==> config.mk <==
export PLATFORM = sky130hd
export DESIGN_NAME = quadrature_speed_meter
export DESIGN_NICKNAME = d
export VERILOG_FILES = /design/src/rtl/qsm_pkg.sv /design/src/rtl/qsm_ctrl.sv /design/src/rtl/qsm_dp.sv /design/src/rtl/quadrature_speed_meter.sv
export SDC_FILE = /design/constraint.sdc
export NUM_CORES = 2
export LEC_CHECK = 0
export ABC_AREA = 1
export BUFFER_PORTS_ARGS = -buffer_cell sky130_fd_sc_hd__buf_2
export CAP_MARGIN = 20
export CELL_PAD_IN_SITES_DETAIL_PLACEMENT = 0
export CELL_PAD_IN_SITES_GLOBAL_PLACEMENT = 1
export CORE_MARGIN = 3
export CORE_UTILIZATION = 54
export CTS_BUF_LIST = sky130_fd_sc_hd__clkbuf_8
export CTS_CLUSTER_SIZE = 8
export DETAILED_ROUTE_END_ITERATION = 8
export GPL_ROUTABILITY_DRIVEN = 0
export PLACE_DENSITY = 0.88
export SKIP_LAST_GASP = 1
export SYNTH_ARGS = -nofsm -noshare
export SYNTH_HDL_FRONTEND = slang
export SYNTH_SLANG_ARGS = --single-unit
export TNS_END_PERCENT = 30
==> constraint.sdc <==
create_clock -name clk -period 14.01 [get_ports clk]
set_input_delay 1.401 -clock clk [delete_from_list [all_inputs] [get_ports clk]]
set_output_delay 1.401 -clock clk [all_outputs]
set_load 0.02 [all_outputs]
==> src/rtl/qsm_pkg.sv <==
// Shared types, constants and decode table for the quadrature speed meter.
`timescale 1ns / 1ps
`default_nettype none

package qsm_pkg;

  localparam int PULSE_BITS    = 24;
  localparam int MS_PER_MINUTE = 60000;
  localparam int SPEED_W       = 24;
  localparam int FRAC_BITS     = 8;
  localparam int SCALE_W       = 24;
  localparam int CPR_W         = 16;
  localparam int WIN_W         = 16;
  localparam int TIME_W        = 32;
  localparam int NUM_W         = PULSE_BITS + SCALE_W;
  localparam int DEN_W         = CPR_W + TIME_W;
  localparam int CNT_W         = $clog2(SPEED_W);
  localparam int ADDR_W        = 3;
  localparam int DATA_W        = 32;

  localparam logic [SCALE_W-1:0] SPEED_SCALE = SCALE_W'(MS_PER_MINUTE * (1 << FRAC_BITS));
  localparam logic [SPEED_W-1:0] SPEED_MAX   = {SPEED_W{1'b1}};
  localparam logic [CNT_W-1:0]   DIV_LAST    = CNT_W'(SPEED_W - 1);

  localparam logic [CPR_W-1:0] CPR_RESET = CPR_W'(1600);
  localparam logic [WIN_W-1:0] WIN_RESET = WIN_W'(125);

  // register indexes, selected by paddr[2]
  localparam logic REG_COUNTS_PER_REV = 1'b0;
  localparam logic REG_WINDOW_MS      = 1'b1;

  localparam logic [1:0] DIR_NONE = 2'b00;
  localparam logic [1:0] DIR_CW   = 2'b01;
  localparam logic [1:0] DIR_CCW  = 2'b11;

  typedef struct packed {
    logic              level_a;
    logic              level_b;
    logic              sample_strobe;
    logic [TIME_W-1:0] now_ms;
  } enc_t;

  typedef struct packed {
    logic signed [1:0]  turn_dir;
    logic [SPEED_W-1:0] speed_rpm;
    logic               speed_updated;
  } speed_t;

  typedef enum logic [2:0] {
    ST_IDLE,
    ST_TIME,
    ST_MUL,
    ST_CHECK,
    ST_DIV,
    ST_FINISH
  } state_t;

  typedef struct packed {
    logic accept;
    logic time_cap;
    logic mul;
    logic check;
    logic div_step;
    logic out_load;
  } dp_cmd_t;

  typedef struct packed {
    logic due;
    logic special;
    logic div_last;
    logic out_busy;
  } dp_stat_t;

  // x4 transition table: {prev_ab, ab} -> direction code, DIR_NONE for a double jump
  function automatic logic [1:0] classify(input logic [3:0] code);
    logic [1:0] dir;
    case (code)
      4'b0001, 4'b0111, 4'b1110, 4'b1000: dir = DIR_CW;
      4'b0010, 4'b0100, 4'b1101, 4'b1011: dir = DIR_CCW;
      default:                            dir = DIR_NONE;
    endcase
    return dir;
  endfunction

endpackage

`default_nettype wire

==> src/rtl/qsm_ctrl.sv <==
// Controller state machine sequencing decode, window check and speed divide.
`timescale 1ns / 1ps
`default_nettype none

module qsm_ctrl (
  input  wire               clk,
  input  wire               rst,
  input  wire               enc_valid,
  output logic              idle,
  input  qsm_pkg::dp_stat_t stat,
  output qsm_pkg::dp_cmd_t  cmd
);
  import qsm_pkg::*;

  state_t state, state_next;

  always_ff @(posedge clk) begin
    if (rst) begin
      state <= ST_IDLE;
    end else begin
      state <= state_next;
    end
  end

  always_comb begin
    state_next = state;
    cmd        = '0;
    idle       = 1'b0;
    case (state)
      ST_IDLE: begin
        idle = 1'b1;
        if (enc_valid) begin
          cmd.accept = 1'b1;
          state_next = ST_TIME;
        end
      end
      ST_TIME: begin
        cmd.time_cap = 1'b1;
        state_next   = stat.due ? ST_MUL : ST_FINISH;
      end
      ST_MUL: begin
        cmd.mul    = 1'b1;
        state_next = ST_CHECK;
      end
      ST_CHECK: begin
        cmd.check  = 1'b1;
        state_next = stat.special ? ST_FINISH : ST_DIV;
      end
      ST_DIV: begin
        cmd.div_step = 1'b1;
        if (stat.div_last) begin
          state_next = ST_FINISH;
        end
      end
      ST_FINISH: begin
        // hold until the result register is free
        if (!stat.out_busy) begin
          cmd.out_load = 1'b1;
          state_next   = ST_IDLE;
        end
      end
      default: begin
        state_next = ST_IDLE;
      end
    endcase
  end

endmodule

`default_nettype wire

==> src/rtl/qsm_dp.sv <==
// Datapath: decode state, pulse count, window timing, iterative divider, result register.
`timescale 1ns / 1ps
`default_nettype none

module qsm_dp (
  input  wire                                clk,
  input  wire                                rst,
  input  qsm_pkg::enc_t                      enc,
  input  wire [qsm_pkg::CPR_W-1:0]           counts_per_rev,
  input  wire [qsm_pkg::WIN_W-1:0]           window_ms,
  input  qsm_pkg::dp_cmd_t                   cmd,
  output qsm_pkg::dp_stat_t                  stat,
  output logic                               speed_valid,
  input  wire                                speed_stall,
  output qsm_pkg::speed_t                    speed
);
  import qsm_pkg::*;

  logic [1:0]            prev_ab;
  logic [1:0]            dir_reg;
  logic [PULSE_BITS-1:0] pulses;
  logic [TIME_W-1:0]     window_start;
  logic [SPEED_W-1:0]    speed_reg;
  logic [TIME_W-1:0]     now_reg;
  logic [TIME_W-1:0]     delta;
  logic                  upd;
  logic [NUM_W-1:0]      num;
  logic [DEN_W-1:0]      den;
  logic [DEN_W-1:0]      rem;
  logic [SPEED_W-1:0]    quo;
  logic [SPEED_W-1:0]    nlow;
  logic [CNT_W-1:0]      cnt;

  logic [1:0]            ab;
  logic [1:0]            dir_code;
  logic [TIME_W-1:0]     diff;
  logic                  due;
  logic [DEN_W-1:0]      num_hi;
  logic                  den_zero;
  logic                  sat;
  logic [DEN_W:0]        rem_shift;
  logic                  q_bit;
  logic [DEN_W:0]        rem_diff;

  assign ab       = {enc.level_a, enc.level_b};
  assign dir_code = classify({prev_ab, ab});
  assign diff     = now_reg - window_start;
  assign due      = diff >= TIME_W'(window_ms);

  assign num_hi   = DEN_W'(num[NUM_W-1:SPEED_W]);
  assign den_zero = (den == '0);
  assign sat      = num_hi >= den;

  // one restoring step: bring in the next numerator bit
  assign rem_shift = {rem, nlow[SPEED_W-1]};
  assign q_bit     = rem_shift >= {1'b0, den};
  assign rem_diff  = rem_shift - {1'b0, den};

  assign stat.due      = due;
  assign stat.special  = den_zero || sat;
  assign stat.div_last = (cnt == DIV_LAST);
  assign stat.out_busy = speed_valid && speed_stall;

  always_ff @(posedge clk) begin
    if (rst) begin
      prev_ab      <= 2'b00;
      dir_reg      <= DIR_NONE;
      pulses       <= '0;
      window_start <= '0;
      speed_reg    <= '0;
      speed_valid  <= 1'b0;
    end else begin
      if (cmd.accept) begin
        now_reg <= enc.now_ms;
        if (enc.sample_strobe && (ab != prev_ab)) begin
          prev_ab <= ab;
          if (dir_code != DIR_NONE) begin
            dir_reg <= dir_code;
            if (pulses != {PULSE_BITS{1'b1}}) begin
              pulses <= pulses + 1'b1;
            end
          end
        end
      end

      if (cmd.time_cap) begin
        delta <= diff;
        upd   <= due;
        if (due) begin
          window_start <= now_reg;
        end
      end

      if (cmd.mul) begin
        num    <= NUM_W'(pulses) * NUM_W'(SPEED_SCALE);
        den    <= DEN_W'(counts_per_rev) * DEN_W'(delta);
        pulses <= '0;
      end

      if (cmd.check) begin
        rem  <= num_hi;
        nlow <= num[SPEED_W-1:0];
        quo  <= '0;
        cnt  <= '0;
        if (den_zero) begin
          speed_reg <= (num == '0) ? '0 : SPEED_MAX;
        end else if (sat) begin
          speed_reg <= SPEED_MAX;
        end
      end

      if (cmd.div_step) begin
        rem  <= q_bit ? rem_diff[DEN_W-1:0] : rem_shift[DEN_W-1:0];
        nlow <= {nlow[SPEED_W-2:0], 1'b0};
        quo  <= {quo[SPEED_W-2:0], q_bit};
        cnt  <= cnt + 1'b1;
        if (cnt == DIV_LAST) begin
          speed_reg <= {quo[SPEED_W-2:0], q_bit};
        end
      end

      if (cmd.out_load) begin
        speed_valid         <= 1'b1;
        speed.turn_dir      <= dir_reg;
        speed.speed_rpm     <= speed_reg;
        speed.speed_updated <= upd;
      end else if (speed_valid && !speed_stall) begin
        speed_valid <= 1'b0;
      end
    end
  end

endmodule

`default_nettype wire

==> src/rtl/quadrature_speed_meter.sv <==
// Top level: configuration registers, controller and datapath of the speed meter.
// Sequence: accept, window time capture, then the result without a speed update; an update
// adds multiply, check and 24 divide steps, the divide skipped on a zero divisor or saturation.
// Flow: no new sample is accepted until the previous one is finished, and a finished result
// waits while the previous one has not left a stalled output.
// Reset: synchronous; clears decode state, count, window and speed, config to 1600 and 125.
`timescale 1ns / 1ps
`default_nettype none

module quadrature_speed_meter (
  input  wire                          clk,
  input  wire                          rst,
  input  wire                          enc_valid,
  output logic                         enc_stall,
  input  qsm_pkg::enc_t                enc,
  output logic                         speed_valid,
  input  wire                          speed_stall,
  output qsm_pkg::speed_t              speed,
  input  wire                          psel,
  input  wire                          penable,
  input  wire                          pwrite,
  input  wire [qsm_pkg::ADDR_W-1:0]    paddr,
  input  wire [qsm_pkg::DATA_W-1:0]    pwdata,
  output logic [qsm_pkg::DATA_W-1:0]   prdata,
  output logic                         pready
);
  import qsm_pkg::*;

  logic [CPR_W-1:0] counts_per_rev;
  logic [WIN_W-1:0] window_ms;
  logic             idle;
  dp_cmd_t          cmd;
  dp_stat_t         stat;

  assign pready    = 1'b1;
  assign enc_stall = !idle;

  always_ff @(posedge clk) begin
    if (rst) begin
      counts_per_rev <= CPR_RESET;
      window_ms      <= WIN_RESET;
    end else if (psel && penable && pwrite) begin
      case (paddr[2])
        REG_COUNTS_PER_REV: counts_per_rev <= pwdata[CPR_W-1:0];
        REG_WINDOW_MS:      window_ms      <= pwdata[WIN_W-1:0];
        default: ;
      endcase
    end
  end

  always_comb begin
    case (paddr[2])
      REG_COUNTS_PER_REV: prdata = DATA_W'(counts_per_rev);
      REG_WINDOW_MS:      prdata = DATA_W'(window_ms);
      default:            prdata = '0;
    endcase
  end

  qsm_ctrl u_ctrl (
    .clk       (clk),
    .rst       (rst),
    .enc_valid (enc_valid),
    .idle      (idle),
    .stat      (stat),
    .cmd       (cmd)
  );

  qsm_dp u_dp (
    .clk            (clk),
    .rst            (rst),
    .enc            (enc),
    .counts_per_rev (counts_per_rev),
    .window_ms      (window_ms),
    .cmd            (cmd),
    .stat           (stat),
    .speed_valid    (speed_valid),
    .speed_stall    (speed_stall),
    .speed          (speed)
  );

endmodule

`default_nettype wire
==> metrics.csv <==
stage,metric,value,unit
timing,"Slew Viols, Final",0,
placement,Cells after DPL,6193,
clocking,H-tree depth,3,
floorplan,die area,0.0816,mm^2
placement,DP Area,0.0435,mm^2
finish,Area Growth Syn to Fin,6.49,%
hold_path,worst hold path type,reg2reg,
floorplan,io pins,139,
floorplan,FP Rows,101,
global_route,vias in the first global route,33700,
logic_synthesis,"FFs w/ async S/R, synth",0,%
timing,maximum clock frequency,142,MHz
critical_path,CP cell instances,buf_4 > nand2_1 > inv_1 > fa_1 > inv_1 > fa_1 > fa_1 > inv_1 > fa_1 > fa_1 > inv_1 > fa_1 > inv_1 > ha_1 > a21oi_1 > inv_1 > a31oi_1 > a21boi_0 > inv_1 > a21oi_1 > nor2_1 > nor2_1 > o21ai_0 > xor2_1,
critical_path,worst-path fanout max,19,
global_route,first-pass GRT wire length,173000,um
logic_synthesis,Post-synth EDFFs,262,
finish,Util after Layout,58.6,%
floorplan,Core Box Area,0.0767,mm^2
clocking,clk slew on worst S/H paths,0.06,ns
timing,final setup fails,0,
finish,max reg flops,51,
timing,minimum clock period,7.03,ns
critical_path,CP Capture Type,flip-flop,
clocking,worst-case clock buffer depth,3,
floorplan,Chip Width,286,um
timing,Worst slew margin,26.6,%
critical_path,"Top cell by count, worst path",inv_1,
logic_synthesis,Yosys cell types,55,
clocking,CTS tree,yes,
logic_synthesis,post-synthesis sequential area ratio,24.3,%
run,max-capacitance violation count,0,
critical_path,CP Buf/Inv Count,8,
timing,RSZ-0062 raised after global routing,no,
timing,Final WS setup,6.98,ns
floorplan,die height,286,um
outcome,status,completed,
placement,I/O Buffers,103,
pwr,Pleak,23.6,nW
pwr,Cell Pwr Density,162,mW/mm^2
logic_synthesis,"Avg Cell Area, Syn",8.10,um^2
critical_path,"delay-heaviest family, CP",adder cells,
clocking,clock insertion delay at the later pin of the skew report,0.67,ns
floorplan,Starting Density,55.1,%
route,Vias per Instance,5.20,
route,Remaining DRCs,0,
timing,final hold vios,0,
critical_path,Critical Path AT,7.40,ns
placement,HPWL after DPL,82800,um
logic_synthesis,ys flop type,edfxtp_1,
global_route,initial antenna violation count,2,
global_route,Tot GR Track Use,26.2,%
finish,fin area,0.0450,mm^2
critical_path,startpoint types,flip-flop,
placement,pre-CTS setup slack,6.98,ns
clocking,clk root buf,clkbuf_8,
finish,# nets final,6174,
timing,Max Clock Skew,0.0417,ns
clocking,CTS resizes,0,
route,number of DRC markers in iteration 0,2044,
logic_synthesis,Synth Cell Area,0.0422,mm^2
logic_synthesis,synthesized flop and latch total,382,
logic_synthesis,Syn Inst Count,5217,
timing,part of the cycle the worst path needs,50.2,%
critical_path,"Slowest-stage cell, CP",dfxtp_1,
pwr,Peak VDD IR,0.177,mV
finish,layout cells sized above 1,5.32,%
global_route,grt ovf,0,
logic_synthesis,Ys Warns,0,
route,vias,32900,
route,DR WL/cell,16.3,um
critical_path,kind of critical path,reg2reg,
critical_path,CP max stage delay,0.81,ns
finish,fill count,7017,
clocking,"Setup Fix Bufs, Post-CTS",0,
timing,setup tns final,0,ns
clocking,total CTS buffers,72,
critical_path,"Req. time, crit path",14.38,ns
finish,Non-Filler Instances,6328,
global_route,largest net degree at the start of global routing,97,
route,total wire length,103000,um
route,drt first pass iters,5,
route,remaining antenna violation count,0,
clocking,CTS sink count,382,
timing,Least-Margin Pin Slew,1.10,ns
clocking,CTS Hold Bufs,0,
[layout by cell type, fill, tap and decap left out, drive strengths merged, types with 5 or more instances in the layout]
cell type / instances
a21boi: 10
nor3: 46
nand4: 36
nand2: 1182
fa: 521
xor2: 78
a21o: 15
nand3: 94
nor4: 22
edfxtp: 262
a21oi: 293
conb: 17
o211ai: 13
clkbuf: 81
dfxtp: 120
xnor2: 58
clkinv: 25
buf: 130
a31oi: 44
o21ai: 250
ha: 337
nor2: 354
o21a: 13
o21bai: 13
inv: 1240
or2: 5
nand3b: 7
[cells in the mapped netlist, types with 15 or more instances]
cell / n / area [um^2]
nor4_1: 22 / 138
fa_1: 521 / 10400
edfxtp_1: 262 / 7870
xnor2_1: 58 / 508
nor3_1: 43 / 215
a21o_1: 15 / 113
buf_4: 18 / 135
a21oi_1: 292 / 1460
ha_1: 337 / 4220
nand4_1: 36 / 225
nand2_1: 1173 / 4400
xor2_1: 78 / 683
dfxtp_1: 120 / 2400
o21ai_1: 15 / 75.1
inv_1: 1216 / 4560
a31oi_1: 44 / 275
o21ai_0: 234 / 1170
nor2_1: 345 / 1290
clkbuf_1: 168 / 631
nand3_1: 92 / 460
[power by group]
| group | leakage, nW | total (mW) | switching (mW) | internal (mW) |
|---|---|---|---|---|
| combinational | 19.4 | 4.50 | 2.88 | 1.62 |
| clock | 0.809 | 1.09 | 0.502 | 0.584 |
| sequential | 3.38 | 1.68 | 0.170 | 1.51 |
[final cells by class]
cell class              count  area [um^2]  area share [%]
flip-flops and latches    382        10300            22.8
clock buffers              79         1090            2.42
repair buffers            132          741            1.65
multi-input cells        3432        26700            59.2
diodes                      1         2.50         0.00556
well taps                1030         1290            2.86
inverters                1219         4580            10.2
clock inverters            53          363           0.807
[cells by family (layout without fill, tap and decap cells)]
family,after synthesis,count (layout),share of synthesized area [%]
AO/OA/AOI/OAI,665,665,8.51
XOR/XNOR,136,136,2.82
adder cells (fa/ha/maj),858,858,34.7
buffers and inverters,1418,1483,12.8
flip-flops,382,382,24.3
other,2,18,0.0178
AND/OR/NAND/NOR,1756,1756,16.8
[per-layer routing]
layer | vias up | GRT usage, % | wire length (um)
li1 | 16000 | - | -
met1 | 15700 | 36.3 | 46600
met2 | 978 | 41.7 | 46200
met3 | 183 | 4.86 | 7070
met4 | 0 | 8.53 | 3260
met5 | - | 0 | 0
[per-stage QoR]
stage	total power, mW	hold slack (ns)
floorplan	5.01	0.400
global placement	6.14	0.408
detailed placement	6.18	0.411
CTS	7.31	0.426
global route	8.06	0.440
finish	7.27	0.425
[final timing paths]
check,slack (ns),end,depth (start not counted),from
worst max-delay path,6.98,u_dp.den[42]$_DFFE_PP_,24,counts_per_rev[4]$_SDFFE_PP0P_
worst min-delay path,0.42,u_dp.speed[6]$_DFFE_PP_,0,u_dp.speed_reg[5]$_SDFF_PP0_
worst max register to register,6.98,u_dp.den[42]$_DFFE_PP_,24,counts_per_rev[4]$_SDFFE_PP0P_
worst min register to register,0.42,u_dp.speed[6]$_DFFE_PP_,0,u_dp.speed_reg[5]$_SDFF_PP0_
[worst reg2reg max path: stages (launching register included)]
cell      delay (ns)
dfxtp_1         0.81
buf_4           0.40
nand2_1         0.09
inv_1           0.09
fa_1            0.41
inv_1           0.10
fa_1            0.41
fa_1            0.51
inv_1           0.05
fa_1            0.47
fa_1            0.57
inv_1           0.06
fa_1            0.54
inv_1           0.04
ha_1            0.37
a21oi_1         0.17
inv_1           0.07
a31oi_1         0.12
a21boi_0        0.44
inv_1           0.08
a21oi_1         0.44
nor2_1          0.08
nor2_1          0.16
o21ai_0         0.13
xor2_1          0.15
(Power assumes the default switching activity.)
